### src/block_chain_allocator_top_assert.svh
// ----------------------------------------------------------------------------
// Block chain allocator assertion macros
// Concurrent assertion wrappers used at the end of the top level.
// ----------------------------------------------------------------------------
`ifndef BLOCK_CHAIN_ALLOCATOR_TOP_ASSERT_SVH
`define BLOCK_CHAIN_ALLOCATOR_TOP_ASSERT_SVH

`ifndef ASSERT_OFF

// condition holds in the same cycle as its antecedent
`define BCA_ASSERT_SAME(lbl, ante, cons, msg) \
   lbl: assert property (@(posedge clock) disable iff (reset) (ante) |-> (cons)) \
      else $error(msg);

// condition holds in the cycle after its antecedent
`define BCA_ASSERT_NEXT(lbl, ante, cons, msg) \
   lbl: assert property (@(posedge clock) disable iff (reset) (ante) |=> (cons)) \
      else $error(msg);

`else

`define BCA_ASSERT_SAME(lbl, ante, cons, msg)
`define BCA_ASSERT_NEXT(lbl, ante, cons, msg)

`endif

`endif

### src/bca_pkg.sv
// ----------------------------------------------------------------------------
// Block chain allocator package
// Shared widths, codes, payload types and controller/datapath interface types.
// ----------------------------------------------------------------------------
`default_nettype none

package bca_pkg;

   localparam int MAP_BITS_DEF    = 16384;
   localparam int CHAIN_DEPTH_DEF = 16384;

   localparam int MODE_W = 3;
   localparam int BLOCK_W = 14;
   localparam int HOPS_W = 14;
   localparam int LINK_W = 32;
   localparam int STAT_W = 3;
   localparam int DB_W = 14;
   localparam int SL_W = 15;
   localparam int CSR_IDX_W = 2;
   localparam int CSR_DATA_W = 32;

   localparam logic [LINK_W-1:0] END_MARK = 32'hFFFF_FFFF;
   localparam logic [SL_W-1:0] SCAN_LIMIT_RST = 15'd16384;

   // operation codes
   localparam logic [MODE_W-1:0] MODE_SEEK   = 3'd0;
   localparam logic [MODE_W-1:0] MODE_ALLOC  = 3'd1;
   localparam logic [MODE_W-1:0] MODE_APPEND = 3'd2;
   localparam logic [MODE_W-1:0] MODE_TRIM   = 3'd3;
   localparam logic [MODE_W-1:0] MODE_SET    = 3'd4;
   localparam logic [MODE_W-1:0] MODE_CLEAR  = 3'd5;
   localparam logic [MODE_W-1:0] MODE_WLINK  = 3'd6;
   localparam logic [MODE_W-1:0] MODE_READ   = 3'd7;

   // result status codes
   localparam logic [STAT_W-1:0] STAT_OK      = 3'd0;
   localparam logic [STAT_W-1:0] STAT_END     = 3'd1;
   localparam logic [STAT_W-1:0] STAT_NOSPACE = 3'd2;
   localparam logic [STAT_W-1:0] STAT_SINGLE  = 3'd3;
   localparam logic [STAT_W-1:0] STAT_RANGE   = 3'd4;

   // configuration register indexes
   localparam logic [CSR_IDX_W-1:0] CSR_DATA_BASE  = 2'd0;
   localparam logic [CSR_IDX_W-1:0] CSR_SCAN_LIMIT = 2'd1;

   typedef struct packed {
      logic [MODE_W-1:0]  mode;
      logic [BLOCK_W-1:0] block;
      logic [HOPS_W-1:0]  hops;
      logic [LINK_W-1:0]  link_value;
   } req_type;

   typedef struct packed {
      logic [LINK_W-1:0] result_block;
      logic              bit_value;
      logic [STAT_W-1:0] status;
   } rsp_type;

   typedef enum logic [3:0] {
      CS_CLEAR,
      CS_IDLE,
      CS_DISPATCH,
      CS_LINK_RD,
      CS_LINK_CHK,
      CS_SCAN_RD,
      CS_SCAN_CHK,
      CS_MAP_RD,
      CS_MAP_WR,
      CS_LINK_END,
      CS_READ_CAP,
      CS_RESP
   } ctrl_state_type;

   typedef enum logic [2:0] {
      RES_ZERO,
      RES_CUR,
      RES_IDX,
      RES_BLK,
      RES_LINK
   } res_sel_type;

   typedef enum logic [1:0] {
      LA_CUR,
      LA_IDX,
      LA_PRED
   } link_addr_sel_type;

   typedef enum logic [1:0] {
      LD_END,
      LD_IDX,
      LD_VALUE
   } link_data_sel_type;

   typedef struct packed {
      logic              load;
      logic              clr_wr;
      logic              advance;
      logic              map_rd_scan;
      logic              map_wr;
      logic              map_set;
      logic              scan_next;
      logic              take_free;
      logic              pos_tail;
      logic              link_wr;
      link_addr_sel_type link_asel;
      link_data_sel_type link_dsel;
      logic              fin;
      res_sel_type       fin_res;
      logic              fin_bit;
      logic [STAT_W-1:0] fin_st;
      logic              out_load;
   } dp_cmd_type;

   typedef struct packed {
      logic [MODE_W-1:0] mode;
      logic              blk_ok;
      logic              pos_ok;
      logic              hops_done;
      logic              nxt_end;
      logic              nxt_bad;
      logic              walk_lim;
      logic              has_pred;
      logic              trim_oob;
      logic              scan_over;
      logic              found;
      logic              found_bad;
      logic              clr_last;
   } dp_stat_type;

endpackage

`default_nettype wire

### src/bca_ctrl.sv
// ----------------------------------------------------------------------------
// Block chain allocator controller
// Sequences clearing, chain walks, bitmap scans and table updates.
// ----------------------------------------------------------------------------
`default_nettype none

module bca_ctrl (
   input  wire logic                 clock,
   input  wire logic                 reset,
   input  wire logic                 req_valid,
   output logic                      req_ready,
   output logic                      rsp_valid,
   input  wire logic                 rsp_ready,
   input  wire bca_pkg::dp_stat_type stat,
   output bca_pkg::dp_cmd_type       cmd
);

   bca_pkg::ctrl_state_type state_ff, state_in;
   logic out_valid_ff, out_valid_in;

   always_ff @(posedge clock) begin
      if (reset) begin
         state_ff     <= bca_pkg::CS_CLEAR;
         out_valid_ff <= 1'b0;
      end else begin
         state_ff     <= state_in;
         out_valid_ff <= out_valid_in;
      end
   end

   always_comb begin
      state_in = state_ff;
      cmd      = '0;
      req_ready = (state_ff == bca_pkg::CS_IDLE);

      case (state_ff)
         bca_pkg::CS_CLEAR: begin
            cmd.clr_wr = 1'b1;
            if (stat.clr_last) begin
               state_in = bca_pkg::CS_IDLE;
            end
         end

         bca_pkg::CS_IDLE: begin
            if (req_valid) begin
               cmd.load = 1'b1;
               state_in = bca_pkg::CS_DISPATCH;
            end
         end

         bca_pkg::CS_DISPATCH: begin
            case (stat.mode)
               bca_pkg::MODE_SEEK,
               bca_pkg::MODE_APPEND,
               bca_pkg::MODE_TRIM: begin
                  if (stat.blk_ok) begin
                     state_in = bca_pkg::CS_LINK_RD;
                  end else begin
                     cmd.fin    = 1'b1;
                     cmd.fin_st = bca_pkg::STAT_RANGE;
                     state_in   = bca_pkg::CS_RESP;
                  end
               end
               bca_pkg::MODE_ALLOC: begin
                  state_in = bca_pkg::CS_SCAN_RD;
               end
               bca_pkg::MODE_SET,
               bca_pkg::MODE_CLEAR: begin
                  if (stat.pos_ok) begin
                     state_in = bca_pkg::CS_MAP_RD;
                  end else begin
                     cmd.fin    = 1'b1;
                     cmd.fin_st = bca_pkg::STAT_RANGE;
                     state_in   = bca_pkg::CS_RESP;
                  end
               end
               bca_pkg::MODE_WLINK: begin
                  cmd.fin  = 1'b1;
                  state_in = bca_pkg::CS_RESP;
                  if (stat.blk_ok) begin
                     cmd.link_wr   = 1'b1;
                     cmd.link_asel = bca_pkg::LA_CUR;
                     cmd.link_dsel = bca_pkg::LD_VALUE;
                     cmd.fin_res   = bca_pkg::RES_BLK;
                     cmd.fin_st    = bca_pkg::STAT_OK;
                  end else begin
                     cmd.fin_st = bca_pkg::STAT_RANGE;
                  end
               end
               default: begin
                  // read entry: both memories see the block address now
                  state_in = bca_pkg::CS_READ_CAP;
               end
            endcase
         end

         bca_pkg::CS_LINK_RD: begin
            if (stat.mode == bca_pkg::MODE_SEEK && stat.hops_done) begin
               cmd.fin     = 1'b1;
               cmd.fin_res = bca_pkg::RES_CUR;
               cmd.fin_st  = bca_pkg::STAT_OK;
               state_in    = bca_pkg::CS_RESP;
            end else begin
               state_in = bca_pkg::CS_LINK_CHK;
            end
         end

         bca_pkg::CS_LINK_CHK: begin
            if (stat.nxt_end) begin
               case (stat.mode)
                  bca_pkg::MODE_SEEK: begin
                     cmd.fin     = 1'b1;
                     cmd.fin_res = bca_pkg::RES_CUR;
                     cmd.fin_st  = bca_pkg::STAT_END;
                     state_in    = bca_pkg::CS_RESP;
                  end
                  bca_pkg::MODE_APPEND: begin
                     state_in = bca_pkg::CS_SCAN_RD;
                  end
                  default: begin
                     if (!stat.has_pred) begin
                        cmd.fin     = 1'b1;
                        cmd.fin_res = bca_pkg::RES_BLK;
                        cmd.fin_st  = bca_pkg::STAT_SINGLE;
                        state_in    = bca_pkg::CS_RESP;
                     end else if (stat.trim_oob) begin
                        cmd.fin    = 1'b1;
                        cmd.fin_st = bca_pkg::STAT_RANGE;
                        state_in   = bca_pkg::CS_RESP;
                     end else begin
                        cmd.pos_tail = 1'b1;
                        state_in     = bca_pkg::CS_MAP_RD;
                     end
                  end
               endcase
            end else if (stat.nxt_bad ||
                         (stat.mode != bca_pkg::MODE_SEEK && stat.walk_lim)) begin
               // seek keeps the last good block, the walks report zero
               cmd.fin     = 1'b1;
               cmd.fin_res = (stat.mode == bca_pkg::MODE_SEEK) ? bca_pkg::RES_CUR
                                                                : bca_pkg::RES_ZERO;
               cmd.fin_st  = bca_pkg::STAT_RANGE;
               state_in    = bca_pkg::CS_RESP;
            end else begin
               cmd.advance = 1'b1;
               state_in    = bca_pkg::CS_LINK_RD;
            end
         end

         bca_pkg::CS_SCAN_RD: begin
            cmd.map_rd_scan = 1'b1;
            if (stat.scan_over) begin
               cmd.fin    = 1'b1;
               cmd.fin_st = bca_pkg::STAT_NOSPACE;
               state_in   = bca_pkg::CS_RESP;
            end else begin
               state_in = bca_pkg::CS_SCAN_CHK;
            end
         end

         bca_pkg::CS_SCAN_CHK: begin
            if (stat.found) begin
               if (stat.found_bad) begin
                  cmd.fin    = 1'b1;
                  cmd.fin_st = bca_pkg::STAT_RANGE;
                  state_in   = bca_pkg::CS_RESP;
               end else begin
                  cmd.take_free = 1'b1;
                  state_in      = bca_pkg::CS_MAP_RD;
               end
            end else begin
               cmd.scan_next = 1'b1;
               state_in      = bca_pkg::CS_SCAN_RD;
            end
         end

         bca_pkg::CS_MAP_RD: begin
            state_in = bca_pkg::CS_MAP_WR;
         end

         bca_pkg::CS_MAP_WR: begin
            cmd.map_wr  = 1'b1;
            cmd.map_set = stat.mode inside {bca_pkg::MODE_ALLOC, bca_pkg::MODE_APPEND,
                                            bca_pkg::MODE_SET};
            cmd.fin_st  = bca_pkg::STAT_OK;
            state_in    = bca_pkg::CS_RESP;
            case (stat.mode)
               bca_pkg::MODE_ALLOC: begin
                  cmd.link_wr   = 1'b1;
                  cmd.link_asel = bca_pkg::LA_IDX;
                  cmd.link_dsel = bca_pkg::LD_END;
                  cmd.fin       = 1'b1;
                  cmd.fin_res   = bca_pkg::RES_IDX;
               end
               bca_pkg::MODE_APPEND: begin
                  // tail gets the new block first, end mark follows
                  cmd.link_wr   = 1'b1;
                  cmd.link_asel = bca_pkg::LA_CUR;
                  cmd.link_dsel = bca_pkg::LD_IDX;
                  state_in      = bca_pkg::CS_LINK_END;
               end
               bca_pkg::MODE_TRIM: begin
                  cmd.link_wr   = 1'b1;
                  cmd.link_asel = bca_pkg::LA_PRED;
                  cmd.link_dsel = bca_pkg::LD_END;
                  cmd.fin       = 1'b1;
                  cmd.fin_res   = bca_pkg::RES_CUR;
               end
               default: begin
                  cmd.fin     = 1'b1;
                  cmd.fin_res = bca_pkg::RES_BLK;
               end
            endcase
         end

         bca_pkg::CS_LINK_END: begin
            cmd.link_wr   = 1'b1;
            cmd.link_asel = bca_pkg::LA_IDX;
            cmd.link_dsel = bca_pkg::LD_END;
            cmd.fin       = 1'b1;
            cmd.fin_res   = bca_pkg::RES_IDX;
            cmd.fin_st    = bca_pkg::STAT_OK;
            state_in      = bca_pkg::CS_RESP;
         end

         bca_pkg::CS_READ_CAP: begin
            cmd.fin     = 1'b1;
            cmd.fin_res = stat.blk_ok ? bca_pkg::RES_LINK : bca_pkg::RES_ZERO;
            cmd.fin_bit = stat.pos_ok;
            cmd.fin_st  = (stat.blk_ok && stat.pos_ok) ? bca_pkg::STAT_OK
                                                       : bca_pkg::STAT_RANGE;
            state_in    = bca_pkg::CS_RESP;
         end

         bca_pkg::CS_RESP: begin
            if (!out_valid_ff || rsp_ready) begin
               cmd.out_load = 1'b1;
               state_in     = bca_pkg::CS_IDLE;
            end
         end

         default: begin
            state_in = bca_pkg::CS_IDLE;
         end
      endcase

      if (cmd.out_load) begin
         out_valid_in = 1'b1;
      end else if (rsp_ready) begin
         out_valid_in = 1'b0;
      end else begin
         out_valid_in = out_valid_ff;
      end
   end

   assign rsp_valid = out_valid_ff;

endmodule

`default_nettype wire

### config.mk
export PLATFORM = sky130hd
export DESIGN_NAME = bca_ctrl
export DESIGN_NICKNAME = d
export VERILOG_FILES = /design/src/block_chain_allocator_top_assert.svh /design/src/bca_pkg.sv /design/src/bca_ctrl.sv
export SDC_FILE = /design/constraint.sdc
export NUM_CORES = 1
export LEC_CHECK = 0
export BUFFER_PORTS_ARGS = -buffer_cell sky130_fd_sc_hd__buf_2
export CELL_PAD_IN_SITES_DETAIL_PLACEMENT = 1
export CELL_PAD_IN_SITES_GLOBAL_PLACEMENT = 1
export CORE_MARGIN = 1
export CORE_UTILIZATION = 29
export CTS_BUF_LIST = sky130_fd_sc_hd__clkbuf_8 sky130_fd_sc_hd__clkbuf_16
export DETAILED_ROUTE_END_ITERATION = 8
export PLACE_DENSITY = 0.85
export RECOVER_POWER = 100
export REMOVE_ABC_BUFFERS = 1
export SYNTH_ARGS = -nofsm -noshare
export SYNTH_HDL_FRONTEND = slang
export SYNTH_SLANG_ARGS = --single-unit
export TNS_END_PERCENT = 30
### constraint.sdc
create_clock -name clock -period 1.9 [get_ports clock]
set_clock_uncertainty 0.2 [all_clocks]
set_input_delay 0.285 -clock clock [delete_from_list [all_inputs] [get_ports clock]]
set_output_delay 0.285 -clock clock [all_outputs]
set_load 0.01 [all_outputs]
==> impl_results.md <==
* Final setup viols at 14
* Via density at around 6.0
* Ys async rst share at 0%
* Drt drc at 6
* Clock Tree Buf Depth at 2
* Reg2Reg Setup Slack at about 20 ps
* Largest net degree at the start of global routing at 15
* Gate Count Post-Synth at 144
* Final Hold Vio Count at 0
* Setup slack at placement at -273 ps
* Clk pin slew, worst setup/hold paths at roughly 50 ps
* Die X at 57.1 um
* Synth top area share at 11.4%
* Min-Delay Startpoint: reset
* CP Launch Type: flip-flop
* Routability cong. at ~0.90
* Lkg Pwr at about 0.79 nW
* H-tree depth at 1
* I/O pin count at 44
* Share of cells above drive strength 1 at a little under three fifths
* Core area at between 0.002 and 0.003 sq mm
* Least-Margin Pin Slew at around 380 ps
* Leading post-synthesis cells by cell area: dfxtp_1, nand2_1, nor2_1
* TritonCTS sink count at 5
* Fin area at roughly 0.0017 sq mm
* Status: complete, but fails checks
* Chip height at roughly 57 um
* CP endpoint kind: output pin
* Vias in the first global route at roughly 1600
* CP Max Fanout at 5
* Max-slew headroom at roughly three quarters
* Setup_tns at -1850 ps
* Area of the multi-input gates at just over 900 sq um
* Mapped cell area at 880 sq um
* Arrival @ worst endpoint at 1640 ps
* Tmin final at about 2100 ps
* Worst EP required at 1410 ps
* Synth Area per Inst at between 6 and 7 sq um
* Period Utilization, post-route at 112%
* Flip-flop and latch area at roughly 110 sq um
* CTS root buf: clkbuf_8
* Cts hold-fix bufs at 0
* Pre-antenna DRT Iters at 6
* Total die area at between 0.003 and 0.004 sq mm
* Synthesized flop and latch total at 5
* Post-synth EDFFs at 0
* Diodes inserted at 0
* Vias at ~1500
* Global-route wire length before repair at 8580 um
* Final slew viol count at 0
* Worst hold path endpoint: state_ff[2]$_SDFFE_PP0P_
* # fillers at 362
* Post-DP Area at about 0.0014 sq mm
* R2r startpoint: state_ff[1]$_SDFFE_PP0P_
* Initial core utilization at approximately a third
* Distinct cells, synth at 33
* Final HPWL DP at roughly 3600 um
* Worst Hold Depth at 2
* Worst-Skew Late Latency at approximately 240 ps
* Post-synthesis sequential area ratio at 11.4%
* CTS Buf Count at 3
* Fmax achieved at ~470 MHz
* Placed Cells at about 250
* Synth warn at 0
* Port Buffers at 43
* Antenna Nets Post-Route at 0
* Yosys top cell by area: dfxtp_1
* Final WS setup at -221 ps
* DRT iter0 DRCs at 42
* Area Overhead vs Synth at 93.2%
* Aggregate global-route resource usage at between 30% and 40%
* R2R Path End: state_ff[0]$_SDFFE_PP0P_
* Routed WL at 5690 um
* Violations in the final reports: design-rule violations, negative setup slack
* GRT overflow at 0
* Worst hold-check path type: in -> reg
* # nets final at ~240
* WL per Instance at between 20 and 25 um
* VDD IR max at approximately 0.15 mV
* Primary FF master, synth: dfxtp_1
* Max Cap Violations at 0
* Cell row count at 19
* FF-to-FF path depth at 7
* Post-route insts no fill at ~260
* Initial antenna violation count at 0
* Critical path type: reg -> out
* RSZ-0062 raised after global routing: yes
* CTS tree: done
* Final Power at between 600 and 700 uW
* Cell area power density at around 350 mW/mm^2
## sequential cells by signal, indices dropped and copies added (netlist names)
register   flops
rsp_valid      1
state_ff       4
## how the worst max path moves through the flow
stage / slack [ps] / cells after the start / startpoint / end
4_1_cts: -150 / 7 / state_ff[3]$_SDFFE_PP0P_ / cmd[8]
6_report: -220 / 5 / state_ff[1]$_SDFFE_PP0P_ / cmd[14]
3_3_place_gp: -200 / 7 / stat[14] / cmd[3]
5_1_grt: -290 / 8 / stat[14] / cmd[8]
3_5_place_dp: -270 / 7 / stat[14] / cmd[3]
2_1_floorplan: -90 / 4 / state_ff[1]$_SDFFE_PP0P_ / cmd[6]
## kinds of logic after synthesis
| family | Yosys count | share of synthesized area [%] |
|---|---|---|
| AOI/OAI and AO/OA | 41 | 28.6 |
| buffers and inverters | 13 | 6.54 |
| DFF | 5 | 11.4 |
| muxes | 1 | 1.14 |
| and+or+nand+nor | 84 | 52.3 |
## metrics by stage
| stage | hold slack, ps | utilization (%) |
|---|---|---|
| 4_1_cts | 83.6 | 57.5 |
| 5_1_grt | 99.2 | 60.6 |
| 3_5_place_dp | 305 | 48.8 |
| 3_3_place_gp | 293 | 48.8 |
| 6_report | 90.5 | 60.6 |
| 2_1_floorplan | 154 | - |
## cells in the final DEF (no fill, tap or decap), types with 3 or more instances in the layout
| cell type | instances |
|---|---|
| buf_4 | 35 |
| o21ai_0 | 8 |
| clkbuf_1 | 3 |
| a21oi_1 | 7 |
| nand2b_1 | 5 |
| dfxtp_4 | 3 |
| nor3_1 | 5 |
| nor3b_1 | 3 |
| inv_1 | 3 |
| nor2_1 | 11 |
| a21oi_2 | 3 |
| buf_6 | 11 |
| nand3_1 | 3 |
| nand2_1 | 18 |
| a31oi_1 | 7 |
| nor2_4 | 4 |
| buf_2 | 36 |
| clkbuf_8 | 3 |
| and3_1 | 4 |
| nor2b_4 | 3 |
| nor3b_2 | 3 |
| nor3_2 | 3 |
## layout make-up
| class | instances | area share (%) |
|---|---|---|
| multi-input combinational | 126 | 53.5 |
| timing repair buffer | 85 | 34.0 |
| sequential | 5 | 6.63 |
| clock buffer | 3 | 2.43 |
| tap | 31 | 2.28 |
| inverter | 4 | 0.884 |
| clock inverter | 1 | 0.221 |
## per-layer routing
metal / vias to the layer above / part of all wire, % / global-route usage (%)
met4: 0 / 3.1 / 18.1
met2: 87 / 52 / 63.9
met1: 740 / 40 / 40.3
met5: - / 0 / 0
li1: 688 / - / -
met3: 19 / 5.3 / 3.40
## cell usage after synthesis (2+ instances only)
cell / instances
a211oi_1: 3
a21oi_1: 10
a221oi_1: 2
a311oi_1: 2
a31oi_1: 7
and2_1: 3
and3_1: 5
buf_4: 2
clkbuf_1: 6
dfxtp_1: 5
inv_1: 3
nand2_1: 20
nand2b_1: 7
nand3_1: 5
nand3b_1: 2
nor2_1: 17
nor2b_1: 4
nor3_1: 8
nor3b_1: 6
o21a_1: 2
o21ai_0: 10
o22ai_1: 3
or3_1: 2
## where the power goes
part | internal, mW | total [mW] | switching, mW | leakage, nW
combinational | 0.113 | 0.260 | 0.147 | 0.717
clock | 0.141 | 0.218 | 0.0775 | 0.0269
sequential | 0.109 | 0.123 | 0.0147 | 0.0433
## worst max-delay path: stages, from the launching register on
cell	delay, ps
dfxtp_4	370
nor4b_4	330
nand2_2	160
buf_4	180
nor3_2	170
buf_2	170
## what timing repair did
action / CTS / global route
cloned: 0 / 0
setup endpoints to repair: 22 / 21
pin swaps: 4 / 7
resized for setup: 42 / 21
setup buffers: 5 / 0
(Power assumes the default switching activity.)
